## src/hw/rtl/lpht_ram.sv

```systemverilog
// Generic single-port RAM with registered read.
// No dependencies.
module lpht_ram #(
  parameter int WIDTH = 8,
  parameter int DEPTH = 16
) (
  input  logic                     clk,
  input  logic                     we,
  input  logic [$clog2(DEPTH)-1:0] addr,
  input  logic [WIDTH-1:0]         wdata,
  output logic [WIDTH-1:0]         rdata
);

  logic [WIDTH-1:0] mem [DEPTH];

  always_ff @(posedge clk) begin
    if (we) begin
      mem[addr] <= wdata;
    end
    rdata <= mem[addr];
  end

endmodule

```

## config.mk

```make
export PLATFORM = sky130hd
export DESIGN_NAME = lpht_ram
export DESIGN_NICKNAME = d
export VERILOG_FILES = /design/src/hw/rtl/lpht_ram.sv
export SDC_FILE = /design/constraint.sdc
export NUM_CORES = 1
export LEC_CHECK = 0
export BUFFER_PORTS_ARGS = -buffer_cell sky130_fd_sc_hd__buf_2
export CORE_ASPECT_RATIO = 1.2
export CORE_MARGIN = 2
export CORE_UTILIZATION = 35
export DETAILED_ROUTE_END_ITERATION = 10
export GPL_TIMING_DRIVEN = 0
export SYNTH_ARGS = -nofsm -noshare
export SYNTH_HDL_FRONTEND = slang
export SYNTH_SLANG_ARGS = --single-unit
```

## constraint.sdc

```tcl
create_clock -name clk -period 3.35 [get_ports clk]
set_clock_uncertainty 0.1 [all_clocks]
set_input_delay 0.1675 -clock clk [delete_from_list [all_inputs] [get_ports clk]]
set_output_delay 0.1675 -clock clk [all_outputs]
set_load 0.05 [all_outputs]
```

==> run metrics <==
power density over the cells 664.6 nW/um^2; # hold bufs at CTS 0; maximum VDD drop 379.9 uV; combinational family with the most area after synthesis multiplexers; Num CTS Buffers 17; RSZ-0062 raised after global routing false; run status completed; CP delay by family, top simple AND/OR/NAND/NOR gates; Yosys reg bits 136; syn nets 244; CP Data Arrival Time 1.78 ns; Detail Route Antenna Nets 0; pin count of the biggest net entering global routing 17; worst slew pin tran 1.191 ns; nets 282; area delta synth->final 18.20%; vias in the first global route 2400; die area 15460 sq um; Unique masters post-synth 18; post-cts resize count 0; Area contributors post-synth edfxtp_1 76%, mux4_2 14%, dfxtp_1 3.2%; most common cell after layout, fill and taps aside edfxtp_1; Post-Synthesis Cells 230; CP Buf/Inv Count 2; Site Rows 48; Yosys top cell by area edfxtp_1; via count 2337; Synth top area share 75.85%; CTS tree done; CP Capture Type flop; CP max-delay cell nor2_1; final hold vios 0; H-tree lvl count 4; Post-Synth Adder-Cell Area 0%; DR pass1 iterations 4; CP Max Fanout 10; CTS Buffer Depth 2; port bufs 19; Worst Path Class, Setup input port to flop; total grt overflow 0; setup TNS 0 ns; Die H 135.8 um; layout cells sized above 1 31.32%; DIE WIDTH 113.8 um; critical path's largest stage delay 0.66 ns; Design Power 3.981 mW; simple-gate share of the synthesized area 3.210%; CP cell instances buf_2 > buf_1 > nand2_1 > nor2_1; Post-Synth XOR/XNOR Area 0%; WL/cell 21.69 um; pins over their slew limit 0; clock latency at the later pin of the worst-skew pair 0.41 ns; WP data required 3.28 ns; FMAX 542.5 MHz; # IOs 22; worst hold path type input port to flop; Final Wtd Congestion 0.7148; Detailed Route WL 9.892 mm; Core ar. 14290 sq um; clk slew on worst S/H paths 0.06 ns; DR iter-0 viols 187; initial antenna violation count 0; ant diodes 0; max-cap violations 0; Slew Limit Headroom 19.98%; Root Buffer clkbuf_16; DP HPWL 6.212 mm; Tmin final 1.843 ns; placed cells 424; CP startpoint kind input port; Leak 1.923 nW; Seq/Total Area, Yosys 79.01%; worst slack, placed 0.9789 ns; design area 5989 sq um; Clock Sink Count 136; starting density of the core 35.45%; synthesized area 5067 sq um; most frequent cells in the layout 128 x edfxtp_1, 32 x mux4_2, 21 x buf_2, 17 x clkbuf_16, 16 x a22oi_1; total setup buffers inserted after CTS 0; final setup vio count 0; Hold WS 0.07002 ns; Synth Area in Compound Gates 2.370%; Final period util 55.03%; Final Non-Filler Cells 456; Tot GR Track Use 13.72%; crit path setup slack, layout 1.507 ns; mux contribution to synthesized area 14.22%; Placed Area 5381 sq um; Syn Area/Cell 22.03 sq um; warnings from Yosys 0; DRC 0; drt via density 5.125; first-pass GRT wire length 14.59 mm; Final Util 41.90%
## state kept, by name, summed over array words and instances, names as in the netlist
| signal | count |
|---|---|
| mem | 128 |
| rdata | 8 |
## metal layers
metal	vias up	wire length [um]	global-route usage (%)
met2	67	4985	22.09
met5	-	0	0
met1	1220	4131	17.31
met4	0	199	6.165
met3	16	576	4.012
li1	1034	-	-
## path summary, 6_finish.rpt
kind,from,to,slack [ns],depth (start not counted)
hold / removal,wdata[4],mem[11][4]$_DFFE_PP_,0.07,1
hold reg to reg,mem[8][6]$_DFFE_PP_,rdata[6]$_DFF_P_,0.59,3
setup / recovery,addr[1],mem[11][6]$_DFFE_PP_,1.51,4
setup reg to reg,mem[3][3]$_DFFE_PP_,rdata[3]$_DFF_P_,1.86,3
## area by class of cell
cell class | count | area [sq um]
Clock buffer | 20 | 446.7
Buffer | 11 | 60.06
Clock inverter | 12 | 151.4
Sequential cell | 136 | 4004
Timing Repair Buffer | 19 | 95.09
Tap cell | 175 | 219.0
Multi-Input combinational cell | 83 | 1013
Fill cell | 1253 | 8304
## cell families after synthesis
| group | Yosys count |
|---|---|
| flip-flops | 136 |
| AND/OR/NAND/NOR | 35 |
| multiplexers | 32 |
| AO/OA/AOI/OAI | 16 |
| buffers and inverters | 11 |
## cell usage after synthesis
master,instances
edfxtp_1,128
mux4_2,32
a22oi_1,16
nor2_1,13
nand2_1,9
dfxtp_1,8
buf_1,4
nor3_1,4
buf_2,2
buf_6,2
clkbuf_1,2
nand2b_1,2
nand3b_1,2
nor2b_1,2
and2_1,1
clkbuf_2,1
nand3_1,1
or3b_2,1
## power breakdown
group	switching, mW	internal [mW]	leakage (nW)
clock network	0.667	1.19	0.280
registers	0.00838	1.90	1.22
logic	0.145	0.0720	0.419
total	0.820	3.16	1.92
No activity file was read; power rests on OpenSTA's default activity.
